File: src/rtl/core/cmta_pkg.sv
// ============================================================================
// cmta_pkg: shared types and constants of the cube map texel address unit
// Widths, face codes, register indexes and the records passed between the
// classifier front end, the queue and the divider back end.
// ============================================================================
package cmta_pkg;

    localparam int DIR_WIDTH     = 16;
    localparam int MAX_FACE_SIZE = 1024;

    localparam int CFG_W   = 11;
    localparam int SIZE_W  = $clog2(MAX_FACE_SIZE + 1);
    localparam int MAG_W   = DIR_WIDTH;
    localparam int NUM_W   = MAG_W + 1;
    localparam int PROD_W  = SIZE_W + NUM_W;
    localparam int QUO_W   = SIZE_W;
    localparam int COORD_W = 12;
    localparam int FACE_W  = 3;

    localparam int S_TDATA_W = ((3 * DIR_WIDTH + 7) / 8) * 8;
    localparam int M_FIELD_W = FACE_W + 2 * COORD_W;
    localparam int M_TDATA_W = ((M_FIELD_W + 7) / 8) * 8;

    localparam int QUEUE_DEPTH = 4;
    localparam int QPTR_W      = $clog2(QUEUE_DEPTH);

    localparam int APB_ADDR_W = 3;
    localparam int APB_DATA_W = 32;

    localparam logic [CFG_W-1:0] FACE_SIZE_RESET = CFG_W'(256);

    // register index, taken from paddr above the byte offset
    localparam logic [0:0] REG_FACE_SIZE = 1'b0;

    typedef enum logic [FACE_W-1:0] {
        FACE_PX = 3'd0,
        FACE_MX = 3'd1,
        FACE_PY = 3'd2,
        FACE_MY = 3'd3,
        FACE_PZ = 3'd4,
        FACE_MZ = 3'd5
    } face_t;

    // classified direction, ready for the divider
    typedef struct packed {
        face_t              face;
        logic               zero;
        logic [SIZE_W-1:0]  size;
        logic [NUM_W-1:0]   num_u;
        logic [NUM_W-1:0]   num_v;
        logic [NUM_W-1:0]   den;
        logic [COORD_W-1:0] col_off;
        logic [COORD_W-1:0] row_off;
    } cls_item_t;

    // one divider pipeline stage
    typedef struct packed {
        face_t              face;
        logic               zero;
        logic [SIZE_W-1:0]  size;
        logic [NUM_W-1:0]   den;
        logic [PROD_W-1:0]  rem_u;
        logic [PROD_W-1:0]  rem_v;
        logic [QUO_W-1:0]   q_u;
        logic [QUO_W-1:0]   q_v;
        logic [COORD_W-1:0] col_off;
        logic [COORD_W-1:0] row_off;
    } div_item_t;

endpackage

File: src/rtl/core/cmta_front.sv
// ============================================================================
// cmta_front: direction classifier
// Swizzle the direction, pick the major axis and face, and form the
// numerators, denominator, effective size and cross offsets.
// ============================================================================
module cmta_front (
    input  logic                           s_tvalid,
    output logic                           s_tready,
    input  logic [cmta_pkg::S_TDATA_W-1:0] s_tdata,
    input  logic [cmta_pkg::CFG_W-1:0]     face_size,
    output logic                           push_valid,
    input  logic                           push_ready,
    output cmta_pkg::cls_item_t            push_data
);
    import cmta_pkg::*;

    function automatic logic [MAG_W-1:0] mag(input logic signed [DIR_WIDTH:0] v);
        logic signed [DIR_WIDTH:0] n;
        n = -v;
        return v[DIR_WIDTH] ? n[MAG_W-1:0] : v[MAG_W-1:0];
    endfunction

    logic signed [DIR_WIDTH-1:0] dx, dy, dz;
    logic signed [DIR_WIDTH:0]   cx, cy, cz, uc, vc;
    logic [MAG_W-1:0]            ax, ay, az, major;
    logic [MAG_W+1:0]            sum_u, sum_v;
    logic [SIZE_W-1:0]           size;
    logic [COORD_W-1:0]          s1, s2, s3;
    face_t                       face;

    assign push_valid = s_tvalid;
    assign s_tready   = push_ready;

    assign dx = s_tdata[DIR_WIDTH-1:0];
    assign dy = s_tdata[2*DIR_WIDTH-1:DIR_WIDTH];
    assign dz = s_tdata[3*DIR_WIDTH-1:2*DIR_WIDTH];

    // cube axes are (-x, z, y)
    assign cx = -{dx[DIR_WIDTH-1], dx};
    assign cy = {dz[DIR_WIDTH-1], dz};
    assign cz = {dy[DIR_WIDTH-1], dy};

    assign ax = mag(cx);
    assign ay = mag(cy);
    assign az = mag(cz);

    // later face wins ties
    always_comb begin
        priority if (az >= ax && az >= ay) begin
            major = az;
            if (cz > 0) begin
                face = FACE_PZ; uc = cx;  vc = cy;
            end else begin
                face = FACE_MZ; uc = -cx; vc = cy;
            end
        end else if (ay >= ax && ay >= az) begin
            major = ay;
            if (cy > 0) begin
                face = FACE_PY; uc = cx; vc = -cz;
            end else begin
                face = FACE_MY; uc = cx; vc = cz;
            end
        end else begin
            major = ax;
            if (cx > 0) begin
                face = FACE_PX; uc = -cz; vc = cy;
            end else begin
                face = FACE_MX; uc = cz;  vc = cy;
            end
        end
    end

    assign sum_u = {2'b00, major} + {uc[DIR_WIDTH], uc};
    assign sum_v = {2'b00, major} - {vc[DIR_WIDTH], vc};

    // hold the size inside its legal range
    always_comb begin
        priority if (face_size == '0) begin
            size = SIZE_W'(1);
        end else if (32'(face_size) > 32'(MAX_FACE_SIZE)) begin
            size = SIZE_W'(MAX_FACE_SIZE);
        end else begin
            size = SIZE_W'(face_size);
        end
    end

    assign s1 = COORD_W'(size);
    assign s2 = COORD_W'({size, 1'b0});
    assign s3 = s2 + s1;

    always_comb begin
        push_data.face  = face;
        push_data.zero  = (major == '0);
        push_data.size  = size;
        push_data.num_u = sum_u[NUM_W-1:0];
        push_data.num_v = sum_v[NUM_W-1:0];
        push_data.den   = {major, 1'b0};
        unique case (face)
            FACE_PX: begin push_data.col_off = s2; push_data.row_off = s1; end
            FACE_MX: begin push_data.col_off = '0; push_data.row_off = s1; end
            FACE_PY: begin push_data.col_off = s1; push_data.row_off = '0; end
            FACE_MY: begin push_data.col_off = s1; push_data.row_off = s2; end
            FACE_PZ: begin push_data.col_off = s1; push_data.row_off = s1; end
            default: begin push_data.col_off = s3; push_data.row_off = s1; end
        endcase
    end

endmodule

File: src/rtl/core/cmta_queue.sv
// ============================================================================
// cmta_queue: short queue between classifier and divider
// Small register FIFO; lets the front keep accepting while the back stalls.
// ============================================================================
module cmta_queue (
    input  logic                aclk,
    input  logic                aresetn,
    input  logic                push_valid,
    output logic                push_ready,
    input  cmta_pkg::cls_item_t push_data,
    output logic                pop_valid,
    input  logic                pop_ready,
    output cmta_pkg::cls_item_t pop_data
);
    import cmta_pkg::*;

    cls_item_t         slot_reg [QUEUE_DEPTH];
    logic [QPTR_W-1:0] wr_ptr_reg, wr_ptr_next;
    logic [QPTR_W-1:0] rd_ptr_reg, rd_ptr_next;
    logic [QPTR_W:0]   count_reg, count_next;
    logic              do_push, do_pop;

    assign push_ready = (count_reg != (QPTR_W + 1)'(QUEUE_DEPTH));
    assign pop_valid  = (count_reg != '0);
    assign pop_data   = slot_reg[rd_ptr_reg];

    assign do_push = push_valid && push_ready;
    assign do_pop  = pop_valid && pop_ready;

    always_comb begin
        wr_ptr_next = do_push ? wr_ptr_reg + 1'b1 : wr_ptr_reg;
        rd_ptr_next = do_pop  ? rd_ptr_reg + 1'b1 : rd_ptr_reg;
        count_next  = count_reg;
        unique case ({do_push, do_pop})
            2'b10:   count_next = count_reg + 1'b1;
            2'b01:   count_next = count_reg - 1'b1;
            default: count_next = count_reg;
        endcase
    end

    always_ff @(posedge aclk) begin
        if (!aresetn) begin
            wr_ptr_reg <= '0;
            rd_ptr_reg <= '0;
            count_reg  <= '0;
        end else begin
            wr_ptr_reg <= wr_ptr_next;
            rd_ptr_reg <= rd_ptr_next;
            count_reg  <= count_next;
        end
    end

    always_ff @(posedge aclk) begin
        if (do_push) begin
            slot_reg[wr_ptr_reg] <= push_data;
        end
    end

endmodule

File: src/rtl/core/cmta_back.sv
// ============================================================================
// cmta_back: scaling and division pipeline
// Multiply by the face size, divide one quotient bit per stage, clamp,
// add the cross offset and hold the result in the output register.
// ============================================================================
module cmta_back (
    input  logic                           aclk,
    input  logic                           aresetn,
    input  logic                           pop_valid,
    output logic                           pop_ready,
    input  cmta_pkg::cls_item_t            pop_data,
    output logic                           m_tvalid,
    input  logic                           m_tready,
    output logic [cmta_pkg::M_TDATA_W-1:0] m_tdata,
    output logic [0:0]                     m_tuser
);
    import cmta_pkg::*;

    div_item_t          stg_reg  [QUO_W+1];
    div_item_t          stg_next [QUO_W+1];
    logic [QUO_W:0]     vld_reg;
    logic               adv;
    logic               out_valid_reg;
    logic [M_FIELD_W-1:0] out_data_reg, out_data_next;
    logic               out_zero_reg, out_zero_next;
    logic [QUO_W-1:0]   lu, lv;
    logic [SIZE_W-1:0]  size_m1;

    assign adv       = !out_valid_reg || m_tready;
    assign pop_ready = adv;

    always_comb begin
        logic [PROD_W-1:0] trial;
        stg_next[0].face    = pop_data.face;
        stg_next[0].zero    = pop_data.zero;
        stg_next[0].size    = pop_data.size;
        stg_next[0].den     = pop_data.den;
        stg_next[0].rem_u   = PROD_W'(pop_data.size) * PROD_W'(pop_data.num_u);
        stg_next[0].rem_v   = PROD_W'(pop_data.size) * PROD_W'(pop_data.num_v);
        stg_next[0].q_u     = '0;
        stg_next[0].q_v     = '0;
        stg_next[0].col_off = pop_data.col_off;
        stg_next[0].row_off = pop_data.row_off;
        // restoring division, most significant quotient bit first
        for (int k = 0; k < QUO_W; k++) begin
            stg_next[k+1] = stg_reg[k];
            trial = PROD_W'(stg_reg[k].den) << (QUO_W - 1 - k);
            if (stg_reg[k].rem_u >= trial) begin
                stg_next[k+1].rem_u             = stg_reg[k].rem_u - trial;
                stg_next[k+1].q_u[QUO_W-1-k]    = 1'b1;
            end
            if (stg_reg[k].rem_v >= trial) begin
                stg_next[k+1].rem_v             = stg_reg[k].rem_v - trial;
                stg_next[k+1].q_v[QUO_W-1-k]    = 1'b1;
            end
        end
    end

    // clamp to size-1, face centre for a zero direction
    assign size_m1 = stg_reg[QUO_W].size - 1'b1;

    always_comb begin
        if (stg_reg[QUO_W].zero) begin
            lu = stg_reg[QUO_W].size >> 1;
            lv = stg_reg[QUO_W].size >> 1;
        end else begin
            lu = (stg_reg[QUO_W].q_u > size_m1) ? size_m1 : stg_reg[QUO_W].q_u;
            lv = (stg_reg[QUO_W].q_v > size_m1) ? size_m1 : stg_reg[QUO_W].q_v;
        end
        out_data_next = {stg_reg[QUO_W].row_off + COORD_W'(lv),
                         stg_reg[QUO_W].col_off + COORD_W'(lu),
                         stg_reg[QUO_W].face};
        out_zero_next = stg_reg[QUO_W].zero;
    end

    always_ff @(posedge aclk) begin
        if (!aresetn) begin
            vld_reg       <= '0;
            out_valid_reg <= 1'b0;
        end else if (adv) begin
            vld_reg       <= {vld_reg[QUO_W-1:0], pop_valid};
            out_valid_reg <= vld_reg[QUO_W];
        end
    end

    always_ff @(posedge aclk) begin
        if (adv) begin
            stg_reg      <= stg_next;
            out_data_reg <= out_data_next;
            out_zero_reg <= out_zero_next;
        end
    end

    assign m_tvalid = out_valid_reg;
    assign m_tdata  = {(M_TDATA_W - M_FIELD_W)'(0), out_data_reg};
    assign m_tuser  = out_zero_reg;

endmodule

File: src/rtl/core/cube_map_texel_address_unit.sv
// ============================================================================
// cube_map_texel_address_unit: horizontal-cross cube map texel address
// Path: queue slot, divider stages (one quotient bit a stage), output register.
// Throughput: one direction per cycle, set by the divider, unless m_tready stalls.
// A four-entry queue decouples the classifier from the divider pipeline.
// Reset: face_size returns to 256, queue and pipeline empty, no clearing pass.
// ============================================================================
module cube_map_texel_address_unit (
    input  logic                             aclk,
    input  logic                             aresetn,
    // APB configuration port
    input  logic                             psel,
    input  logic                             penable,
    input  logic                             pwrite,
    input  logic [cmta_pkg::APB_ADDR_W-1:0]  paddr,
    input  logic [cmta_pkg::APB_DATA_W-1:0]  pwdata,
    output logic [cmta_pkg::APB_DATA_W-1:0]  prdata,
    output logic                             pready,
    // direction input
    input  logic                             s_tvalid,
    output logic                             s_tready,
    // s_tdata: dir_x [15:0], dir_y [31:16], dir_z [47:32]
    input  logic [cmta_pkg::S_TDATA_W-1:0]   s_tdata,
    // texel result
    output logic                             m_tvalid,
    input  logic                             m_tready,
    // m_tdata: face [2:0], texel_col [14:3], texel_row [26:15], zeros above
    output logic [cmta_pkg::M_TDATA_W-1:0]   m_tdata,
    // m_tuser: zero_dir [0]
    output logic [0:0]                       m_tuser
);
    import cmta_pkg::*;

    logic [CFG_W-1:0] face_size_reg, face_size_next;
    logic             cfg_wr;
    logic             sel_face_size;
    logic             push_valid, push_ready, pop_valid, pop_ready;
    cls_item_t        push_data, pop_data;

    // ------------------------------------------------------------------
    // Configuration: register index sits above the two byte-offset bits.
    // A write lands on the access cycle; pready never stalls.
    // ------------------------------------------------------------------
    assign pready        = 1'b1;
    assign sel_face_size = (paddr[APB_ADDR_W-1:2] == REG_FACE_SIZE);
    assign cfg_wr        = psel && penable && pwrite && pready;

    always_comb begin
        face_size_next = face_size_reg;
        if (cfg_wr && sel_face_size) begin
            face_size_next = pwdata[CFG_W-1:0];
        end
    end

    always_ff @(posedge aclk) begin
        if (!aresetn) begin
            face_size_reg <= FACE_SIZE_RESET;
        end else begin
            face_size_reg <= face_size_next;
        end
    end

    // unused addresses read as zero
    assign prdata = sel_face_size ? APB_DATA_W'(face_size_reg) : '0;

    // ------------------------------------------------------------------
    // Front: classify each direction as it transfers in. The size is
    // captured with the item, so the back never looks at the register.
    // ------------------------------------------------------------------
    cmta_front u_front (
        .s_tvalid   (s_tvalid),
        .s_tready   (s_tready),
        .s_tdata    (s_tdata),
        .face_size  (face_size_reg),
        .push_valid (push_valid),
        .push_ready (push_ready),
        .push_data  (push_data)
    );

    // Queue: absorb items while the result side stalls.
    cmta_queue u_queue (
        .aclk       (aclk),
        .aresetn    (aresetn),
        .push_valid (push_valid),
        .push_ready (push_ready),
        .push_data  (push_data),
        .pop_valid  (pop_valid),
        .pop_ready  (pop_ready),
        .pop_data   (pop_data)
    );

    // Back: scale, divide, clamp, offset; the whole pipe advances together
    // whenever the output register is free or being drained.
    cmta_back u_back (
        .aclk      (aclk),
        .aresetn   (aresetn),
        .pop_valid (pop_valid),
        .pop_ready (pop_ready),
        .pop_data  (pop_data),
        .m_tvalid  (m_tvalid),
        .m_tready  (m_tready),
        .m_tdata   (m_tdata),
        .m_tuser   (m_tuser)
    );

endmodule

File: config.mk
export PLATFORM = sky130hd
export DESIGN_NAME = cube_map_texel_address_unit
export DESIGN_NICKNAME = d
export VERILOG_FILES = /design/src/rtl/core/cmta_pkg.sv /design/src/rtl/core/cmta_front.sv /design/src/rtl/core/cmta_queue.sv /design/src/rtl/core/cmta_back.sv /design/src/rtl/core/cube_map_texel_address_unit.sv
export SDC_FILE = /design/constraint.sdc
export NUM_CORES = 2
export LEC_CHECK = 0
export ABC_AREA = 1
export BUFFER_PORTS_ARGS = -buffer_cell sky130_fd_sc_hd__buf_2
export CAP_MARGIN = 5
export CELL_PAD_IN_SITES_DETAIL_PLACEMENT = 1
export CELL_PAD_IN_SITES_GLOBAL_PLACEMENT = 2
export CORE_UTILIZATION = 38
export CTS_CLUSTER_DIAMETER = 30
export DETAILED_ROUTE_END_ITERATION = 7
export PLACE_DENSITY_LB_ADDON = 0.1
export SETUP_SLACK_MARGIN = 0.1
export SLEW_MARGIN = 0
export SYNTH_ARGS = -nofsm -noshare
export SYNTH_HDL_FRONTEND = slang
export SYNTH_HIERARCHICAL = 1
export SYNTH_SLANG_ARGS = --single-unit
File: constraint.sdc
create_clock -name aclk -period 46.1 [get_ports aclk]
set_clock_uncertainty 0.1 [all_clocks]
set_input_delay 4.61 -clock aclk [delete_from_list [all_inputs] [get_ports aclk]]
set_output_delay 4.61 -clock aclk [all_outputs]
set_load 0.05 [all_outputs]
; ---- Yosys cells after proc, flatten, opt, wreduce, memory -nomap -nowiden
; Memory sizes are Yosys's and may differ from the RTL's. A register that Yosys moved wholly into a read port is not among the register bits.
; Index checks and enable logic that the tools add are counted.
[op_classes]
n_addsub = 34
n_mul = 2
n_lt_le_gt_ge = 32
eq_ne = 7
mux = 50
bitwise = 1
reduce_logical = 14
[ops]
columns = operator, n
row1 = 28-bit two-way mux, 20
row2 = 24-bit case mux with 5 select lines, 1
row3 = 17-bit two-way mux, 7
row4 = 16-bit two-way mux, 5
row5 = 11-bit two-way mux, 7
row6 = 16-bit >= comparator, 4
row7 = 28-bit by 17-bit >= comparator with 1-bit output, 2
row8 = 28-bit by 18-bit >= comparator with 1-bit output, 2
row9 = 28-bit by 19-bit >= comparator with 1-bit output, 2
row10 = 28-bit by 20-bit >= comparator with 1-bit output, 2
row11 = 28-bit by 21-bit >= comparator with 1-bit output, 2
row12 = 28-bit by 22-bit >= comparator with 1-bit output, 2
row13 = 28-bit by 23-bit >= comparator with 1-bit output, 2
row14 = 28-bit by 24-bit >= comparator with 1-bit output, 2
row15 = 28-bit by 25-bit >= comparator with 1-bit output, 2
row16 = 28-bit by 26-bit >= comparator with 1-bit output, 2
row17 = 28-bit by 27-bit >= comparator with 1-bit output, 2
row18 = 11-bit by 17-bit multiplier with 28-bit output, 2
row19 = 28-bit by 18-bit subtractor with 28-bit output, 2
row20 = 28-bit by 19-bit subtractor with 28-bit output, 2
row21 = 28-bit by 20-bit subtractor with 28-bit output, 2
row22 = 28-bit by 21-bit subtractor with 28-bit output, 2
row23 = 28-bit by 22-bit subtractor with 28-bit output, 2
row24 = 28-bit by 23-bit subtractor with 28-bit output, 2
row25 = 37 further kinds, 60
[word_totals]
regBits = 1462
ramBits = 356
input_bits = 90
output_inout_bits = 68
wordCells = 284
n_memories = 1
[mem_list]
columns = name, words, width, rd, rd_clocked_by_memory_dff, write_ports, line
row1 = u_queue.slot_reg, 4, 89, 1, 1, 1, cmta_queue.sv:17  ; cls_item_t slot_reg [QUEUE_DEPTH];

; ---- Logic depth before layout (Yosys ltp)
[depth]
ltp_word = 9
depth_mapped = 54
depth_no_buf = 52

; ---- Hierarchy
; Netlist, hierarchy kept.
[modules_own_cells]
columns = mod, n_inst, cells_each, area_each_um2, seq_area_each_um2
row1 = cmta_back, 1, 8446, 85205.5, 43231.5
row2 = cmta_queue, 1, 938, 13756.9, 10990.5
row3 = cmta_front, 1, 1158, 6418.7, 0.0
row4 = cube_map_texel_address_unit, 1, 120, 739.5, 220.2

; ---- Least setup slack after synthesis
; OpenSTA, ideal clock, no wires.
[synth_path]
path_type = in2reg
start = input port m_tready
end = register u_queue.count_reg[2]
setup_ns = 0.113
t_arrival_ns = 46.936
required_ns = 45.887
setup_slack_ns = -1.049
cell_stages = 14
path_buffers = 1
path_cell_list = nor2_1 > inv_1 > clkbuf_1 > nand2_1 > inv_1 > ha_1 > inv_1 > fa_1 > inv_1 > nand2_1 > nand3_1 > nand2_1 > nand2_1 > nor2_1
[synth_via]
elab_chain_len = 4
elab_cells_between_ends = 6
cone_classes = eq/ne (2) / mux (1) / reduce/logical (3)
[synth_rtl]
columns = item, line
row1 = start: declaration, cube_map_texel_address_unit.sv:26  ; input logic m_tready,
row2 = 1-bit logical OR *, cmta_back.sv:29  ; assign adv = !out_valid_reg || m_tready;
row3 = via pop_ready, cube_map_texel_address_unit.sv:37  ; logic push_valid, push_ready, pop_valid, pop_ready;
row4 = 1-bit logical AND *, cmta_queue.sv:28  ; assign do_pop = pop_valid && pop_ready;
row5 = via u_queue.do_pop, cmta_queue.sv:21  ; logic do_push, do_pop;
row6 = 2-bit by 1-bit equality test with 1-bit output or 2-bit equality test (tied branches), cmta_queue.sv:34  ; unique case ({do_push, do_pop})
row7 = 3-bit case mux with 2 select lines or 2-bit nonzero test (tied branches), n/a
row8 = end signal: assignment, cmta_queue.sv:49  ; count_reg <= count_next;
row9 = end: declaration, cmta_queue.sv:20  ; logic [QPTR_W:0] count_reg, count_next;
; Mark *: on every way through the listed nets, which the timed path passes. The rest lies on a longest branch.
; A chain may end at the register's enable or synchronous reset.

==> flow_summary.json <==
{
  "status": "complete, no violations",
  "grt_usage_pct": 22.77,
  "area_growth_pct": 16.95,
  "holdBufCountCts": 0,
  "cp_num_buf_inv": 7,
  "critPathArrivalTime_ns": 13.33,
  "avgSynthCellArea_um2": 9.953,
  "whs_ns": 0.2679,
  "layout.nets": 12010,
  "viasPerCell": 5.102,
  "finalHoldViolCount": 0,
  "grt_pass1_wl_um": 488800,
  "critPathSlowestCell": "o21ai_0",
  "crit_type": "input port to flop",
  "cp_data_required_time_ns": 46.55,
  "largest_register_ffs": 726,
  "holdCritPathClass": "flop to flop",
  "layout.cells.most_common_list": "nand2_1, edfxtp_1, inv_1",
  "cts_num_sinks": 1824,
  "layout.cells.non_filler": 15020,
  "drt_wl_total_um": 322000,
  "critical_path.top_delay_family": "simple AND/OR/NAND/NOR gates",
  "portBuffers": 107,
  "dr_total_vias": 76640,
  "layout-drive-gt1-share_pct": 9.917,
  "cp_common_cell": "nand2_1",
  "die_h_um": 530.5,
  "multi_input_area_um2": 44760,
  "start_kind": "input port",
  "cp_max_fo": 39,
  "clockBufferDepth": 4,
  "n_fill_cell": 30600,
  "firstDrtPassIters": 5,
  "slew_violations": 0,
  "fin_crit_ns": 12.88,
  "synth_edf_count": 1791,
  "maxCapViolCount": 0,
  "fin_crit_sh_pct": 27.94,
  "seqCellArea_um2": 54450,
  "max_freq_ghz": 0.07764,
  "gp_congestion": 0.8750,
  "hpwlAfterDp_um": 247800,
  "path_clk_slew_ns": 0.05,
  "syn_area_um2": 106100,
  "postRouteAntennaNets": 0,
  "die_w_um": 530.5,
  "clk-insertion-delay-late_ns": 0.93,
  "async_flop_share_pct": 0,
  "routedWlPerCell_um": 21.44,
  "final_common_cell": "nand2_1",
  "max_stage_delay_ns": 0.63,
  "row_count": 193,
  "dp_cells": 14300,
  "first_iter_violations": 4540,
  "yosys_warnings": 6,
  "cts_setup_buffers": 0,
  "ys.flop_type": "edfxtp_1",
  "cts_buffers": 389,
  "dieArea_um2": 281400,
  "start_util_pct": 38.31,
  "fin_setup_tns_ns": 0,
  "netlist_instances": 10660,
  "postCtsResizedCells": 0,
  "drc": 0,
  "ys_ff_latch": 1824,
  "cts_tree": "done",
  "worstMarginPinSlew_ns": 1.108,
  "synth_seq_area_share_pct": 51.30,
  "antenna_found_initial": 11,
  "h-tree-depth": 5,
  "ctsRootBufferMaster": "clkbuf_16",
  "rsz0062_at_grt": "no",
  "finalSetupViolCount": 0,
  "synth.distinct_cells": 77,
  "first_global_vias": 80750,
  "core_area_um2": 277000,
  "slew_headroom_pct": 25.44,
  "grt_max_degree": 167,
  "overflow": 0,
  "end_kind": "flop",
  "ioPinCount": 158
}
## per-layer routing
metal	part of all wire, %	routed length, µm	vias up	GRT usage, %
met5	0	0	-	0
met3	3.5	11200	470	2.802
met1	45	145400	37990	30.10
met2	48	154800	1256	38.56
li1	-	-	36930	-
met4	3.3	10570	0	7.572
## Yosys cell counts, drive strengths merged, types with 2 or more instances
| master | n | area, µm² |
|---|---|---|
| nand2 | 2107 | 8064 |
| edfxtp | 1791 | 53780 |
| inv | 1502 | 5653 |
| nor2 | 923 | 3610 |
| o21ai | 870 | 4414 |
| ha | 643 | 8045 |
| a21oi | 614 | 3193 |
| nand3 | 383 | 2077 |
| fa | 294 | 5886 |
| xor2 | 263 | 2303 |
| xnor2 | 186 | 1629 |
| clkbuf | 150 | 563.0 |
| buf | 125 | 980.9 |
| nand4 | 120 | 775.8 |
| nor3 | 101 | 515.5 |
| o22ai | 96 | 600.6 |
| nor4 | 73 | 478.0 |
| or2 | 73 | 456.7 |
| a31oi | 42 | 262.8 |
| a21o | 41 | 307.8 |
| o21bai | 41 | 330.3 |
| dfxtp | 33 | 660.6 |
| o211ai | 29 | 217.7 |
| o21a | 27 | 202.7 |
| a211oi | 26 | 195.2 |
| nand3b | 16 | 123.9 |
| o31ai | 14 | 105.1 |
| a21boi | 13 | 101.3 |
| a221oi | 13 | 170.2 |
| o2111ai | 10 | 87.58 |
| o221ai | 9 | 78.83 |
| and2 | 6 | 37.54 |
| conb | 4 | 15.01 |
| nor3b | 3 | 22.52 |
| o311ai | 3 | 26.28 |
| or3 | 3 | 18.77 |
| a311oi | 2 | 17.52 |
| a41oi | 2 | 17.52 |
| and3 | 2 | 17.52 |
| or4 | 2 | 15.01 |
## logic make-up (layout without fill, tap and decap cells)
family | Yosys count | after routing | synth area share (%)
AND/OR/NAND/NOR | 3813 | 3813 | 15.29
AO/OA/AOI/OAI | 1857 | 1857 | 9.780
flip-flops | 1824 | 1824 | 51.30
buffers and inverters | 1778 | 2406 | 6.785
adder cells (fa/ha/maj) | 937 | 937 | 13.13
XOR/XNOR | 449 | 449 | 3.706
other | 4 | 30 | 0.01414
## through the flow
stage,utilization (%),setup WS [ns],instance area (µm²)
floorplan,-,21.04,106200
global placement,39.96,32.31,110700
detailed placement,39.96,32.30,110700
CTS,44.81,33.18,124100
global route,44.81,32.35,124100
finish,44.81,33.22,124100
## worst paths after layout
path	startpoint	to	slack, ns	cells past startpoint
hold / removal	u_back/stg_next[1202]	u_back/stg_next[1068]	0.27	0
setup / recovery	s_tdata[0]	u_queue/slot_reg[1][73]	33.22	47
hold reg to reg	u_back/stg_next[1202]	u_back/stg_next[1068]	0.27	0
setup reg to reg	flop	u_back/stg_reg[1546]	38.05	24
## worst reg2reg max path: cells and delay by family, from the launching register on
kind | cells | cell delay [ns]
adder cells (fa/ha/maj) | 6 | 3.02
flip-flops | 1 | 0.48
AND/OR/NAND/NOR | 7 | 0.88
buffers and inverters | 6 | 2.14
AO/OA/AOI/OAI | 5 | 1.24
## cell type report
cell class / count / area share, %
flip-flops and latches: 1824 / 43.87
multi-input cells: 7084 / 36.07
clock buffers: 430 / 8.086
inverters: 1503 / 4.564
well taps: 3705 / 3.735
clock inverters: 288 / 2.730
repair buffers: 185 / 0.9436
diodes: 2 / 0.004033
Power is left out: the tool's default activity adds up to more than one toggle a clock period on the data nets, which glitch-free logic cannot reach.
